### src/rtl/pcsh_pkg.sv
// shared types, codes and helpers for the profile counter histogram
package pcsh_pkg;

  localparam int unsigned WORD_W       = 32;
  localparam int unsigned VAL_W        = 64;
  localparam int unsigned BUCKET_IDX_W = 8;
  localparam int unsigned STATUS_W     = 4;
  localparam int unsigned OPCODE_W     = 2;
  localparam int unsigned IN_DATA_W    = 40;
  localparam int unsigned OUT_DATA_W   = 328;
  localparam int unsigned FIFO_DEPTH   = 3;
  localparam int unsigned LEVEL_W      = 2;

  localparam logic [WORD_W-1:0] FILE_MAGIC   = 32'h6763_6461;
  localparam logic [WORD_W-1:0] TAG_FUNC     = 32'h0100_0000;
  localparam logic [WORD_W-1:0] TAG_COUNTERS = 32'h01a1_0000;
  localparam logic [VAL_W-1:0]  MIN_EMPTY    = 64'h7fff_ffff_ffff_ffff;
  localparam int unsigned       TAG_SHIFT    = 17;
  localparam logic [WORD_W-1:0] TAG_SPAN     = 32'd9;

  localparam logic [OPCODE_W-1:0] OP_STREAM = 2'd0;
  localparam logic [OPCODE_W-1:0] OP_READ   = 2'd1;
  localparam logic [OPCODE_W-1:0] OP_CLEAR  = 2'd2;

  localparam logic [STATUS_W-1:0] ST_OK          = 4'd0;
  localparam logic [STATUS_W-1:0] ST_ACCEPTED    = 4'd1;
  localparam logic [STATUS_W-1:0] ST_BAD_MAGIC   = 4'd2;
  localparam logic [STATUS_W-1:0] ST_LONE_TAG    = 4'd3;
  localparam logic [STATUS_W-1:0] ST_ODD_LENGTH  = 4'd4;
  localparam logic [STATUS_W-1:0] ST_UNKNOWN_TAG = 4'd5;
  localparam logic [STATUS_W-1:0] ST_OVERRUN     = 4'd6;
  localparam logic [STATUS_W-1:0] ST_IN_COUNTERS = 4'd7;
  localparam logic [STATUS_W-1:0] ST_DROPPED     = 4'd8;

  typedef enum logic [6:0] {
    PH_MAGIC   = 7'b000_0001,
    PH_SKIP    = 7'b000_0010,
    PH_TAG     = 7'b000_0100,
    PH_LENSKIP = 7'b000_1000,
    PH_CTRLEN  = 7'b001_0000,
    PH_CTRLO   = 7'b010_0000,
    PH_CTRHI   = 7'b100_0000
  } phase_t;

  typedef struct packed {
    logic [31:0]      tally;
    logic [VAL_W-1:0] least;
    logic [VAL_W-1:0] total;
  } bucket_t;

  typedef struct packed {
    logic                    insert;
    logic                    read;
    logic [BUCKET_IDX_W-1:0] idx;
    logic [VAL_W-1:0]        value;
  } store_req_t;

  typedef struct packed {
    logic [STATUS_W-1:0] status;
    logic [31:0]         total_count;
    logic [VAL_W-1:0]    total_sum;
    logic [VAL_W-1:0]    max_value;
  } parse_res_t;

  function automatic logic less_signed(input logic [VAL_W-1:0] a, input logic [VAL_W-1:0] b);
    return $signed(a) < $signed(b);
  endfunction

  // position of the leading one, zero for a zero word
  function automatic logic [4:0] msb_pos32(input logic [WORD_W-1:0] w);
    logic [4:0] pos;
    pos = '0;
    for (int i = 0; i < WORD_W; i++) begin
      if (w[i]) pos = 5'(i);
    end
    return pos;
  endfunction

endpackage

### src/rtl/pcsh_out_fifo.sv
// three-entry result queue in front of the output channel
module pcsh_out_fifo
  import pcsh_pkg::*;
(
  input  logic                  clk,
  input  logic                  rst,
  input  logic                  push,
  input  logic [OUT_DATA_W-1:0] din,
  input  logic                  ready,
  output logic                  valid,
  output logic [OUT_DATA_W-1:0] dout,
  output logic [LEVEL_W-1:0]    level
);

  logic [OUT_DATA_W-1:0] slots [FIFO_DEPTH];
  logic [LEVEL_W-1:0]    wr_ptr, rd_ptr;
  logic                  pop;

  assign valid = (level != '0);
  assign dout  = slots[rd_ptr];
  assign pop   = valid && ready;

  always_ff @(posedge clk) begin
    if (push) slots[wr_ptr] <= din;
  end

  always_ff @(posedge clk) begin
    if (rst) begin
      wr_ptr <= '0;
      rd_ptr <= '0;
      level  <= '0;
    end else begin
      if (push) begin
        wr_ptr <= (wr_ptr == LEVEL_W'(FIFO_DEPTH - 1)) ? '0 : wr_ptr + 1'b1;
      end
      if (pop) begin
        rd_ptr <= (rd_ptr == LEVEL_W'(FIFO_DEPTH - 1)) ? '0 : rd_ptr + 1'b1;
      end
      level <= level + LEVEL_W'(push) - LEVEL_W'(pop);
    end
  end

endmodule

### config.mk
export PLATFORM = sky130hd
export DESIGN_NAME = pcsh_out_fifo
export DESIGN_NICKNAME = d
export VERILOG_FILES = /design/src/rtl/pcsh_pkg.sv /design/src/rtl/pcsh_out_fifo.sv
export SDC_FILE = /design/constraint.sdc
export NUM_CORES = 1
export LEC_CHECK = 0
export BUFFER_PORTS_ARGS = -buffer_cell sky130_fd_sc_hd__buf_2
export CAP_MARGIN = 20
export CORE_MARGIN = 5
export CORE_UTILIZATION = 42
export DETAILED_ROUTE_END_ITERATION = 8
export SLEW_MARGIN = 20
export SYNTH_ARGS = -nofsm -noshare
export SYNTH_HDL_FRONTEND = slang
export SYNTH_SLANG_ARGS = --single-unit
### constraint.sdc
create_clock -name clk -period 28.7 [get_ports clk]
set_clock_uncertainty 0.2 [all_clocks]
set_input_delay 1.435 -clock clk [delete_from_list [all_inputs] [get_ports clk]]
set_output_delay 1.435 -clock clk [all_outputs]
set_load 0.005 [all_outputs]
==> flow_metrics.tcl <==
set metrics [dict create \
    outcome "complete, no violations" \
    synth.most_common_cell "edfxtp_1" \
    setup_viol 0 \
    cp_max_fo 106 \
    rows 108 \
    cts.repair.resized 0 \
    synthTopCellsByCount "edfxtp_1 (984), nand2_1 (333), mux2i_1 (329)" \
    syn_area_per_cell_sq_um 17.46 \
    worstPathRequired_ps 27070 \
    yosysTopAreaCellShare 0.7998 \
    clock.fmax_mhz 177.3 \
    grt_start_max_net_pins 259 \
    ant_nets 0 \
    gp_congestion 0.8531 \
    hpwlAfterDp_microns 54830 \
    clk_pin_slew_ps 60 \
    die_width_microns 306.6 \
    max-slew-margin-rel 0.2582 \
    final_hold_viol_count 0 \
    cp-start-kind "flip-flop" \
    worstSkewPairLatency_ps 650 \
    post_drt_wl_per_cell_microns 21.21 \
    layout-drive-gt1-share 0.2878 \
    power.total_mw 3.152 \
    coreArea_sq_um 87020 \
    powerDensity_nw_per_um2 71.17 \
    nets 3126 \
    initial_core_util 0.4245 \
    leakagePower_nw 14.95 \
    drc_errors 0 \
    clock_sinks 992 \
    post-route-period-util 0.1965 \
    drt_first_pass_iters 5 \
    io_pins 663 \
    grt_pass1_wl_microns 125400 \
    grt_pass1_vias 20440 \
    drv_cap 0 \
    antenna_found_initial 48 \
    cts_tree "built" \
    arrival_ps 4010 \
    cts_buffer_depth 3 \
    die-area_sq_um 93990 \
    hp-class "flip-flop to flip-flop" \
    yosysSeqAreaShare 0.8042 \
    async_flop_share 0 \
    rsz0062_at_grt "false" \
    wirelength_microns 85910 \
    vias 20050 \
    overflow 0 \
    worst_slew_pin_slew_ps 1113 \
    seqCellArea_sq_um 29720 \
    fin_crit_ps 5641 \
    ys_ff_latch 992 \
    syn2layout_area_growth_pct 19.86 \
    ir_drop_uv 55.66 \
    synth_enable_flop_cells 984 \
    die_y_microns 306.6 \
    synth_ff_type "edfxtp_1" \
    ys_types 23 \
    grt_usage 0.1751 \
    avgViaCountPerCell 4.950 \
    syn-instance-count 2116 \
    yosys_warnings 0 \
    cp-end-kind "output port" \
    synth_top_area_cell "edfxtp_1" \
    cts_made_buffers 102 \
    slew_violations 0 \
    path_class "flip-flop to output port" \
    drt-initial-drc-count 1270 \
    synthesis.area_sq_um 36940 \
    numPortBuffers 662 \
    multi_input_area_sq_um 6354 \
    fill_cells 7209 \
    cts_setup_buffers 0 \
    setup_tns_ps 0 \
    synth_area_leaders "edfxtp_1 (80%), mux2i_1 (8.9%), o21ai_1 (4.3%), nand2_1 (3.4%), buf_8 (1.3%)" \
    syn-num-nets 2449 \
    cts_root_buffer "clkbuf_16" \
    postCtsHoldBufs 0 \
    htree_num_levels 3 \
]
[final cells by class]
class / instances / area share
flip-flops and latches: 992 / 0.6711
multi-input cells: 1011 / 0.1435
repair buffers: 684 / 0.08070
clock buffers: 130 / 0.06194
well taps: 1155 / 0.03264
clock inverters: 51 / 0.008533
diodes: 26 / 0.001469
inverters: 2 / 0.0001695
[metal layers]
| metal | GRT usage | vias to the layer above | routed length, microns |
|---|---|---|---|
| met4 | 0.06821 | 38 | 2817 |
| met5 | 0 | - | 262 |
| met2 | 0.2982 | 644 | 43110 |
| met1 | 0.2035 | 9755 | 32410 |
| li1 | - | 9431 | - |
| met3 | 0.06414 | 184 | 7309 |
[worst max-delay path, stage by stage, from the launching register on]
cell and delay (ps):
dfxtp_4 980, buf_4 890, buf_4 910, o21ai_1 260
buf_2 200
[state kept, by name, summed over array words and instances, names as in the netlist, named ones only]
register / flops
wr_ptr: 2
slots: 984
level: 2
rd_ptr: 2
[kinds of logic (layout without fill, tap and decap cells)]
| group | count (synthesis) | in the layout | share of synthesized area |
|---|---|---|---|
| muxes | 331 | 331 | 0.08975 |
| other | 0 | 26 | 0 |
| DFF | 992 | 992 | 0.8042 |
| buffers and inverters | 113 | 867 | 0.02439 |
| adders and majority gates | 1 | 1 | 0.0003386 |
| AOI/OAI and AO/OA | 335 | 335 | 0.04589 |
| and+or+nand+nor | 344 | 344 | 0.03546 |
[through the flow]
stage	area, sq um	util	setup slack [ps]	cells	hold WS [ps]
2_1_floorplan	36940	-	2241	2116	262.3
3_3_place_gp	41050	0.4717	23590	3842	272.4
3_5_place_dp	41050	0.4717	23520	3842	286.3
4_1_cts	44170	0.5075	22770	4023	292.8
5_1_grt	44260	0.5086	22660	4042	321.0
6_report	44280	0.5088	23060	4051	296.7
[power breakdown]
part | leakage [nW] | switching, mW | internal, mW
combinational | 4.27 | 0.144 | 0.0952
clock | 1.52 | 0.516 | 0.715
sequential | 9.17 | 0.0168 | 1.66
[worst paths after layout]
kind | slack (ps) | from | to | cells after the start
setup / recovery | 23060 | flip-flop | dout[200] | 4
hold / removal | 300 | rd_ptr[0] | flip-flop | 2
setup reg to reg | 25080 | wr_ptr[1] | slots[0][204] | 4
hold reg to reg | 300 | rd_ptr[0] | flip-flop | 2
[cells in the final DEF (no fill, tap or decap), types with 9 or more instances in the layout]
cell type | synthesis | routed
buf_2 | 11 | 662
buf_4 | 6 | 15
clkbuf_1 | 56 | 24
clkbuf_16 | 0 | 106
clkinv_1 | 0 | 28
clkinv_2 | 0 | 11
diode_2 | 0 | 26
edfxtp_1 | 984 | 984
mux2i_1 | 329 | 329
nand2_1 | 333 | 333
o21ai_0 | 9 | 9
o21ai_1 | 316 | 316
Note: power is estimated with default switching activity, not from simulation.
